===== config.mk =====
export PLATFORM = sky130hd
export DESIGN_NAME = csms_divider
export DESIGN_NICKNAME = d
export VERILOG_FILES = /design/src/design/csms_divider.sv
export SDC_FILE = /design/constraint.sdc
export NUM_CORES = 1
export LEC_CHECK = 0
export BUFFER_PORTS_ARGS = -buffer_cell sky130_fd_sc_hd__buf_2
export CAP_MARGIN = 20
export CORE_MARGIN = 2
export CORE_UTILIZATION = 45
export CTS_CLUSTER_SIZE = 16
export DETAILED_ROUTE_END_ITERATION = 8
export GPL_TIMING_DRIVEN = 0
export PLACE_DENSITY = 0.72
export SETUP_SLACK_MARGIN = 0.5
export SYNTH_ARGS = -nofsm -noshare
export SYNTH_HDL_FRONTEND = slang
export SYNTH_SLANG_ARGS = --single-unit

===== constraint.sdc =====
create_clock -name clk -period 4.3 [get_ports clk]
set_clock_uncertainty 0.1 [all_clocks]
set_input_delay 0.645 -clock clk [delete_from_list [all_inputs] [get_ports clk]]
set_output_delay 0.645 -clock clk [all_outputs]
set_load 0.02 [all_outputs]

===== src/design/csms_divider.sv =====
// csms_divider: restoring divider, one quotient bit per cycle.
// No package dependencies.
`default_nettype none
module csms_divider #(
	parameter int W = 32
) (
	input  wire logic         clk,
	input  wire logic         arst_n,
	input  wire logic         start,
	input  wire logic [W-1:0] dividend,
	input  wire logic [W-1:0] divisor,
	output logic              done,
	output logic [W-1:0]      quotient,
	output logic [W-1:0]      remainder
);
	localparam int CW = $clog2(W + 1);

	logic [W-1:0] rem_q, quo_q, div_q;
	logic [CW-1:0] cnt_q;
	logic busy_q;
	logic [W:0] shifted, diff;
	logic take;

	assign shifted = {rem_q, quo_q[W-1]};
	assign diff    = shifted - {1'b0, div_q};
	assign take    = shifted >= {1'b0, div_q};

	always_ff @(posedge clk or negedge arst_n) begin
		if (!arst_n) begin
			busy_q <= 1'b0;
			cnt_q  <= '0;
			done   <= 1'b0;
		end else begin
			done <= 1'b0;
			if (start) begin
				busy_q <= 1'b1;
				cnt_q  <= CW'(W);
			end else if (busy_q) begin
				cnt_q <= cnt_q - 1'b1;
				if (cnt_q == CW'(1)) begin
					busy_q <= 1'b0;
					done   <= 1'b1;
				end
			end
		end
	end

	always_ff @(posedge clk) begin
		if (start) begin
			rem_q <= '0;
			quo_q <= dividend;
			div_q <= divisor;
		end else if (busy_q) begin
			rem_q <= take ? diff[W-1:0] : shifted[W-1:0];
			quo_q <= {quo_q[W-2:0], take};
		end
	end

	assign quotient  = quo_q;
	assign remainder = rem_q;
endmodule
`default_nettype wire


== After elaboration in Yosys (flattened, before gate mapping) ==
Cells that the tools add are included.

* Memories: 0
* Input bits: 67
* Output and inout port bits: 65
* Bits in latches: 0
* Memory bits (read-only): 0
* Memory bits (writable): 0
* Register bits: 104

* Shifts and indexed selects: 0
* Divide/modulo/power cells: 0
* Bitwise logic cells: 0
* Add/subtract/negate cells: 2
* Muxes and demuxes: 11
* $lt $le $gt $ge: 1
* Multiply operators: 0
* Reductions and logical operators: 1
* Eq/ne operators: 1

{| class="wikitable"
|+ Operator list
! operator !! number
|-
| $mux 32 || 3
|-
| $ge 33x32->1 || 1
|-
| $sub 32x32->32 || 1
|-
| $mux 6 || 2
|-
| $eq 6x1->1 const B || 1
|-
| $mux 1 || 6
|-
| $sub 6x1->6 const B || 1
|-
| $reduce_bool 2->1 || 1
|}

== Longest topological paths before layout ==
Gate-level depths: netlist of run 1.

* Depth after elaboration: 4
* Gate-level depth with buffers: 12
* Gate-level depth less buffers: 11

== Worst setup path after synthesis of run 1 ==
Ideal clock, no wire load.

* Path type: register to register
* Start: register rem_q[25], in the netlist remainder[25]
* End: register quo_q[0], in the netlist quotient[0], data pin
* Path buffers: 1
* Cell stages (with the launch flop): 10
* Data arrival time: 2.767 ns
* Library setup time: 0.260 ns
* Slack: 1.173 ns
* Cells stage by stage: dfxtp_1 ha_1 a21o_1 a21o_1 a21o_1 a311o_1 a2111oi_4 o41ai_4 clkbuf_1 mux2_2

* Longest elaborated chain between the ends: 3

{| class="wikitable"
|+ RTL lines
! item !! line !! source
|-
| start: declaration || 18 || <nowiki>logic [W-1:0] rem_q, quo_q, div_q;</nowiki>
|-
| start signal: assignment || 54 || <nowiki>rem_q <= take ? diff[W-1:0] : shifted[W-1:0];</nowiki>
|-
| $ge 33x32->1 || 26 || <nowiki>assign take = shifted >= {1'b0, div_q};</nowiki>
|-
| $mux 32 || 53 || <nowiki>end else if (busy_q) begin</nowiki>
|-
| $mux 32 || 49 || <nowiki>if (start) begin</nowiki>
|-
| end signal: assignment || 51 || <nowiki>quo_q <= dividend;</nowiki>
|-
| end signal: assignment || 55 || <nowiki>quo_q <= {quo_q[W-2:0], take};</nowiki>
|-
| end: declaration || 18 ||
|}

Every way passes these cells. The select of a mux whose other input is x is not followed.
A chain may end at the register's enable or synchronous reset.

== Final worst setup path of run 1 ==
* Start: register div_q[1]
* End: register rem_q[24], in the netlist remainder[24]

* Longest elaborated chain between the ends: 2

{| class="wikitable"
|+ RTL lines
! item !! line !! source
|-
| start: declaration || 18 ||
|-
| start signal: assignment || 52 || <nowiki>div_q <= divisor;</nowiki>
|-
| $sub 32x32->32 / $ge 33x32->1 (equally long branches) || 25, 26 ||
|-
| $mux 32 * || 54 ||
|}

Every way passes the cells marked *; elsewhere a longest branch is shown, timed or not.

==> flow_summary.ini, run 1 <==
[synth]
synth_enable_flop_cells = 64
synth_fp_nets = 690
yosys.cell_types.count = 67
syn_area_per_cell_um2 = 10.4
postSynthCellCount = 588
yosysWarnings = 0
synthTopCellsByArea = edfxtp_1 (32%), dfxtp_1 (11%), ha_1 (7.0%)
yosys_register_bits = 104
syn_area_um2 = 6100
yosysTopAreaCell = edfxtp_1
yosys.cell_count.top_type = edfxtp_1
synth_top_cell_area_share_pct = 31.5
synth_flop_cell = edfxtp_1
synth_top_cells_by_count = edfxtp_1 (64), inv_1 (49), nor2_1 (45)
async_reset_ff_share_pct = 7.69
ys_seq_area_share_pct = 45.3

[critical_path]
cp.arrival_ns = 3.79
endpoint_kind = flop
cp.required_ns = 4.48
start_kind = flop
r2r_start = div_q[1]
critPathSlowestCell = o41ai_4
cp_max_fo = 10
r2r_cells = 11
rrSetupSlack_ns = 0.68
path_common_cell = o2111ai_1
path_class = flop to flop
crit_start = div_q[1]
cp_cell_sequence = inv_1, ha_1, nor2b_1, o2111ai_1, and4b_1, o21ai_2, a21oi_1, o41ai_4, clkbuf_1, o2111ai_1, o211ai_1
critPathMaxStageDelay_ns = 0.64

[power]
swShare_pct = 42.0
power_mw = 4.50
net-switching-power_mw = 1.89
pwr_density_cell_nw_per_um2 = 617
seqPwrFrac_pct = 32.7
p_comb_share_pct = 49.0
clock_power_share_pct = 18.3
p_int_mw = 2.61
p_leak_nw = 3.29
peakVddDrop_uv = 297

[routing]
wire_per_inst_um = 16.4
post-route-drc-count = 0
routed_via_density = 5.47
drtIter0Drc = 299
routed-via-count = 4986
first_pass_iters = 5
wl_um = 15000
ant_nets = 0

[place]
hpwl_um = 11400
gp_congestion = 0.904
dpl.cell_count = 896
port_buffers = 131

[sta]
rsz0062_at_grt = false
hold_violations = 0
setup_tns_ns = 0
worst_pin_slew_ns = 0.914
timing.final.crit_share_pct = 84.1
relSlewSlack_pct = 39.0
slew_violations = 0
finalSetupViolCount = 0
max_clock_freq_ghz = 0.276
hold_ws_ns = 0.0144
fin_crit_ns = 3.62

[cells_and_area]
fin_nets = 833
antennaDiodeCount = 0
multi_input_area_um2 = 3030
final.fill_count = 1246
fin_cells = 912
area_delta_synth_final_pct = 19.6
register_area_um2 = 2760
drive_above_1_share_pct = 26.6

[die]
fp-row-count = 42
io_pins = 132
die_w_um = 120
die_area_um2 = 14500
core-area_um2 = 13200
die_h_um = 120
initial_core_util_pct = 46.0

[grt]
grt_max_degree = 40
overflow = 0
grt_pass1_wl_um = 24400
grt_pass1_vias = 4970
antenna_found_initial = 0
grt_util_all_layers_pct = 20.9

[clock_network]
clkSlewWorstSetupHoldPaths_ns = 0.07
cts_tree = yes
ctsHtreeMaxLevel = 3
cts_buffers = 9
cts_setup_buffers = 0
ctsResizeCount = 0
holdBufCountCts = 0
clk_path_buf_depth = 2
clkSinkCount = 104
clkLatencyLatePin_ns = 0.36
cts_root_buf = clkbuf_16

[run_status]
status = complete, no violations

[run]
maxCapViolations = 0

[worst_hold_path]
hp-class = input pin to asynchronous set/reset pin
==> registers in the layout (all words and copies together) (netlist names) <==
name / cells
busy_q: 1
done: 1
cnt_q: 6
remainder: 32
quotient: 32
div_q: 32
==> per-layer routing <==
layer / GRT usage (%) / part of all wire (%) / vias up
li1: - / - / 2453
met1: 27.3 / 44 / 2376
met2: 35.4 / 49 / 142
met3: 4.25 / 5.8 / 15
met4: 5.67 / 1.5 / 0
met5: 0 / 0 / -
==> power by group through the flow <==
stage                     logic, mW  registers (mW)  clock network [mW]
after floorplan                1.44            1.65                   0
after global placement         2.13            1.48                   0
after detailed placement       2.18            1.49                   0
after CTS                      2.19            1.47               0.845
after global routing           2.41            1.50               0.878
final                          2.20            1.47               0.823
==> cell usage in the layout (no fill, tap or decap), drive strengths merged, types with 14 or more instances in the layout <==
| cell type | instances |
|---|---|
| inv | 51 |
| mux2 | 35 |
| o21ai | 20 |
| buf | 144 |
| clkbuf | 22 |
| nand2 | 42 |
| xnor2 | 18 |
| mux2i | 21 |
| nor2 | 45 |
| a21oi | 31 |
| edfxtp | 64 |
| ha | 34 |
| a21o | 14 |
| a211oi | 23 |
| dfxtp | 32 |
==> critical path: cells and delay by family (launching register included) <==
| kind | cells | cell delay [ns] |
|---|---|---|
| adders and majority gates | 1 | 0.29 |
| buffers and inverters | 2 | 0.55 |
| AOI/OAI and AO/OA | 6 | 1.75 |
| DFF | 1 | 0.38 |
| and+or+nand+nor | 2 | 0.45 |
==> final timing paths <==
path | to
min in group clk | div_q[16]
worst min-delay path | cnt_q[5]
worst min register to register | remainder[19]
worst max-delay path | remainder[24]
worst max register to register | remainder[24]
max in group asynchronous | cnt_q[0]
==> layout make-up <==
class | instances | share of cell area (%)
multi-input cells | 410 | 41.6
flip-flops and latches | 104 | 37.9
repair buffers | 132 | 9.20
clock buffers | 9 | 3.09
well taps | 176 | 3.02
inverters | 49 | 2.52
plain buffers | 25 | 1.60
clock inverters | 7 | 1.05
==> per-stage QoR <==
stage / area (um2) / utilization [%] / setup slack (ns)
2_1_floorplan: 6100 / - / 1.17
3_3_place_gp: 6970 / 52.7 / 0.797
3_5_place_dp: 6990 / 52.8 / 0.702
4_1_cts: 7290 / 55.0 / 0.690
5_1_grt: 7290 / 55.0 / 0.510
6_report: 7290 / 55.0 / 0.682
==> cells by family after synthesis <==
logic type | count (synthesis) | share of synthesized area (%)
and+or+nand+nor | 150 | 12.1
AOI/OAI and AO/OA | 143 | 16.7
DFF | 104 | 45.3
buffers and inverters | 74 | 4.93
muxes | 56 | 9.91
adders and majority gates | 35 | 7.31
xor gates and xnor gates | 26 | 3.73
(Power assumes the default switching activity.)
==> run 2, diff against run 1 <==
ABC_AREA = 1   (was not set)
PLACE_DENSITY = 0.71   (was 0.72)
clock period = 3.34 ns   (was 4.3 ns; I/O delays follow)
==> flow_summary.ini, run 2 <==
[run_status]
status = complete, no violations

[synth]
synth_fp_nets = 1095
synth_flop_cell = edfxtp_1
synth_xor_area_share_pct = 1.77
yosys.area_share.adder_pct = 6.43
synth_enable_flop_cells = 64
yosys_register_bits = 104
synth_top_cell_area_share_pct = 27.7
yosys.cell_count.top_type = nand2_1
synth_compound_area_share_pct = 3.59
synth_top_cells_by_count = nand2_1 (412), inv_1 (184), nand3_1 (75)
yosysTopAreaCell = edfxtp_1
postSynthCellCount = 993
async_reset_ff_share_pct = 7.69
synthTopCellsByArea = edfxtp_1 (28%), nand2_1 (22%), inv_1 (10%)
synth-simple-area-share_pct = 36.3
ys_seq_area_share_pct = 39.9
yosysWarnings = 0
synth_top_family_by_area = simple AND/OR/NAND/NOR gates
synth_mux_area_share_pct = 0
syn_area_per_cell_um2 = 6.98
yosys.cell_types.count = 37
syn_area_um2 = 6930

[place]
hpwl_um = 14400
port_buffers = 131
gp_congestion = 0.968
place_area_um2 = 7840
dpl.cell_count = 1313

[cells_and_area]
drive_above_1_share_pct = 16.5
final_cell_mix = nand2_1 (412), inv_1 (184), buf_2 (136), nand3_1 (75), edfxtp_1 (64)
fin_cells = 1330
antennaDiodeCount = 0
final_common_cell = nand2_1
area_delta_synth_final_pct = 17.7
design_area_um2 = 8160
fin_nets = 1239

[sta]
worst_pin_slew_ns = 0.833
fin_crit_ns = 2.53
hold_ws_ns = 0.196
relSlewSlack_pct = 44.5
hold_violations = 0
rsz0062_at_grt = false
max_clock_freq_ghz = 0.395
timing.final.crit_share_pct = 75.9
finalSetupViolCount = 0
setup_tns_ns = 0
slew_violations = 0

[critical_path]
path_class = flop to flop
rrSetupSlack_ns = 0.81
cp_max_fo = 10
r2r_cells = 11
endpoint_kind = flop
r2r_start = div_q[24]
cp.required_ns = 3.34
r2r-end = quotient[0]
cp.arrival_ns = 2.53
start_kind = flop

[routing]
wire_per_inst_um = 14.1
routed_via_density = 4.86
routed-via-count = 6461
ant_nets = 0
drtIter0Drc = 422
wl_um = 18700
post-route-drc-count = 0
first_pass_iters = 5

[clock_network]
clkLatencyLatePin_ns = 0.37
clkSinkCount = 104
cts_tree = yes
clk_path_buf_depth = 2
cts_setup_buffers = 0
cts_buffers = 9
ctsHtreeMaxLevel = 3
holdBufCountCts = 1
clkSlewWorstSetupHoldPaths_ns = 0.09
cts_root_buf = clkbuf_16
ctsResizeCount = 0

[die]
io_pins = 132
initial_core_util_pct = 45.8
die_h_um = 128
fp-row-count = 45
core-area_um2 = 15100
die_area_um2 = 16400
die_w_um = 128

[grt]
grt_max_degree = 38
overflow = 0
grt_util_all_layers_pct = 23.2
grt_pass1_wl_um = 29800
antenna_found_initial = 0
grt_pass1_vias = 6201

[worst_hold_path]
hold_depth = 1
min_from = divisor[28]
hp-class = input pin to flop
min_to = div_q[28]

[power]
peakVddDrop_uv = 308
pwr_density_cell_nw_per_um2 = 830
p_leak_nw = 4.56

[run]
maxCapViolations = 0
==> run 2: kinds of logic after synthesis <==
group / after synthesis
AND/OR/NAND/NOR: 585
AO/OA/AOI/OAI: 46
buffers and inverters: 209
adder cells (fa/ha/maj): 35
XOR/XNOR: 14
flip-flops: 104
==> run 2: how the worst max path moves through the flow <==
stage                   endpoint  slack (ns)  startpoint
floorplan            quotient[0]        0.76       start
global placement    quotient[24]       -0.83       start
detailed placement  quotient[22]        0.39       start
CTS                 quotient[21]        0.77       start
global route        quotient[24]        0.59       start
finish               quotient[0]        0.81   div_q[24]
==> run 2: cell type report <==
type                            instances  area (um2)
Buffer                                 22         135
Clock buffer                            9         225
Clock inverter                          7        82.6
Fill cell                            1533        6980
Inverter                              187         702
Multi-Input combinational cell        680        3330
Sequential cell                       104        2760
Tap cell                              188         235
Timing Repair Buffer                  133         686
==> run 2: metal layers <==
metal	vias to the layer above	global-route usage (%)	routed length (um)
met5	-	0	0
met4	0	6.46	344
met3	22	6.01	1290
met2	184	39.7	8790
met1	2894	29.2	8280
li1	3361	-	-
==> run 2: worst max-delay path, stage by stage (launching register included) <==
cell	delay (ns)
edfxtp_1	0.33
inv_1	0.04
ha_1	0.37
nand2_2	0.17
inv_2	0.05
a21oi_2	0.16
nand2_1	0.10
nand2_1	0.06
nand2_1	0.08
nor2_4	0.25
buf_2	0.39
a31oi_1	0.16
==> run 2: through the flow <==
stage / utilization (%) / total power, mW / setup slack, ns
2_1_floorplan: - / 4.64 / 0.756
4_1_cts: 53.9 / 6.78 / 0.769
3_3_place_gp: 51.6 / 5.62 / -0.828
5_1_grt: 53.9 / 7.33 / 0.589
3_5_place_dp: 51.8 / 5.66 / 0.388
6_report: 53.9 / 6.78 / 0.807
==> run 2: report_power, final <==
part / internal (mW) / switching, mW
Combinational: 1.35 / 2.47
Sequential: 1.65 / 0.212
Clock: 0.536 / 0.557
Total: 3.54 / 3.24
==> run 3, diff against run 2 <==
ABC_AREA = 0   (was 1)
PLACE_DENSITY = 0.72   (was 0.71)
clock period = 2.5 ns   (was 3.34 ns; I/O delays follow)
==> flow_summary.ini, run 3 (same netlist as run 1, synthesis figures left out) <==
[sta]
hold_ws_ns = 0.0815
max_clock_freq_ghz = 0.342
finalSetupViolCount = 33
rsz0062_at_grt = true
relSlewSlack_pct = 59.5
fin_ws_ns = -0.424
worst_pin_slew_ns = 0.607
timing.final.crit_share_pct = 117
hold_violations = 0
slew_violations = 0
fin_crit_ns = 2.92
setup_tns_ns = -11.01

[die]
die_h_um = 120
io_pins = 132
core-area_um2 = 13200
fp-row-count = 42
initial_core_util_pct = 46.0
die_w_um = 120
die_area_um2 = 14500

[critical_path]
cp.arrival_ns = 2.95
path_class = flop to flop
cp.required_ns = 2.52
critPathMaxStageDelay_ns = 0.38
endpoint_kind = flop
cp_max_fo = 7
path_common_cell = a21o_1
critPathSlowestCell = edfxtp_1
start_kind = flop
cp_cell_sequence = inv_2, ha_4, a21o_1, a21o_1, a21o_1, a311o_1, a2111oi_4, o41ai_4, buf_6, clkbuf_16, mux2_4

[routing]
wl_um = 16400
wire_per_inst_um = 17.7
routed-via-count = 5320
routed_via_density = 5.71
post-route-drc-count = 0
first_pass_iters = 5
drtIter0Drc = 452
ant_nets = 0

[cells_and_area]
fin_cells = 931
drive_above_1_share_pct = 36.7
antennaDiodeCount = 0
fin_nets = 852
final_common_cell = buf_2
register_area_um2 = 2780
final_cell_mix = buf_2 (133), edfxtp_1 (64), inv_1 (47), nor2_1 (44), nand2_1 (42)
final.fill_count = 1104
post-route-util_pct = 59.6
area_delta_synth_final_pct = 29.4
multi_input_area_um2 = 3340

[worst_hold_path]
hp-class = input pin to flop

[power]
p_leak_nw = 3.49
pwr_density_cell_nw_per_um2 = 1110
peakVddDrop_uv = 589
power_mw = 8.75

[clock_network]
cts_tree = yes
cts_root_buf = clkbuf_16
ctsHtreeMaxLevel = 3
clkLatencyLatePin_ns = 0.36
cts_buffers = 9
clkSlewWorstSetupHoldPaths_ns = 0.08
clkSinkCount = 104
clk_path_buf_depth = 2

[run_status]
violations = negative setup slack
status = finished, violations left

[grt]
grt_pass1_vias = 5228
antenna_found_initial = 0
grt_max_degree = 40
grt_pass1_wl_um = 25600
grt_util_all_layers_pct = 22.1
overflow = 0

[place]
gp_congestion = 0.971
hpwl_um = 11500
dpl.cell_count = 895
port_buffers = 131

[run]
maxCapViolations = 0
[run 3: cell types whose count changed in the layout (fill, tap and decap cells not counted), moves of 14 or more]
cell / delta
a211oi_1: +18
mux2i_1: +19
mux2_2: +34
ha_1: -15
inv_1: -137
nand2_1: -370
nand3_1: -66
a21o_1: +14
[run 3: area by class of cell]
| cell class | count | share of cell area [%] |
|---|---|---|
| plain buffers | 25 | 2.33 |
| flip-flops and latches | 104 | 35.2 |
| well taps | 176 | 2.79 |
| inverters | 49 | 2.38 |
| clock inverters | 7 | 1.11 |
| clock buffers | 9 | 2.85 |
| repair buffers | 150 | 10.9 |
| repair inverters | 1 | 0.0951 |
| multi-input cells | 410 | 42.3 |
[run 3: critical path: cells and delay by family (launching register included)]
| family | cells | cell delay, ns |
|---|---|---|
| multiplexers | 1 | 0.26 |
| buffers and inverters | 3 | 0.40 |
| adder cells (fa/ha/maj) | 1 | 0.19 |
| AO/OA/AOI/OAI | 6 | 1.35 |
| flip-flops | 1 | 0.38 |
[run 3: path summary, 6_finish.rpt]
path,end,cells past startpoint,start,slack [ns]
max in group asynchronous,busy_q,2,arst_n,1.84
worst min-delay path,div_q[31],1,divisor[31],0.08
min in group asynchronous,cnt_q[0],2,arst_n,0.29
worst max register to register,quotient[0],11,div_q[26],-0.42
worst max-delay path,quotient[0],11,div_q[26],-0.42
worst min register to register,remainder[25],2,remainder[25],0.40
[run 3: through the flow]
step	setup WS [ns]	cell area (um2)
2_1_floorplan	-0.265	6200
3_3_place_gp	-0.741	7070
3_5_place_dp	-0.750	7070
4_1_cts	-0.484	7620
5_1_grt	-0.521	7890
6_report	-0.424	7890
[run 3: routing by layer]
metal / GRT usage [%] / wire (um) / vias up
met3: 6.27 / 1180 / 34
met4: 7.63 / 282 / 0
met2: 36.4 / 7920 / 216
met1: 27.8 / 7050 / 2578
met5: 0 / 0 / -
li1: - / - / 2492
[run 3: report_power, final]
| part | total, mW | switching, mW | internal [mW] | leakage (nW) |
|---|---|---|---|---|
| Combinational | 4.67 | 2.54 | 2.13 | 2.33 |
| Sequential | 2.59 | 0.359 | 2.23 | 1.01 |
| Clock | 1.49 | 0.696 | 0.798 | 0.153 |
[run 3: what timing repair did]
item,4_1_cts,5_1_grt
endpoints found under the hold margin,8,0
gates resized for setup,28,52
hold buffers,1,0
pin swaps,11,14
setup endpoints to repair,103,66
setup buffers,12,4
cloned,1,2
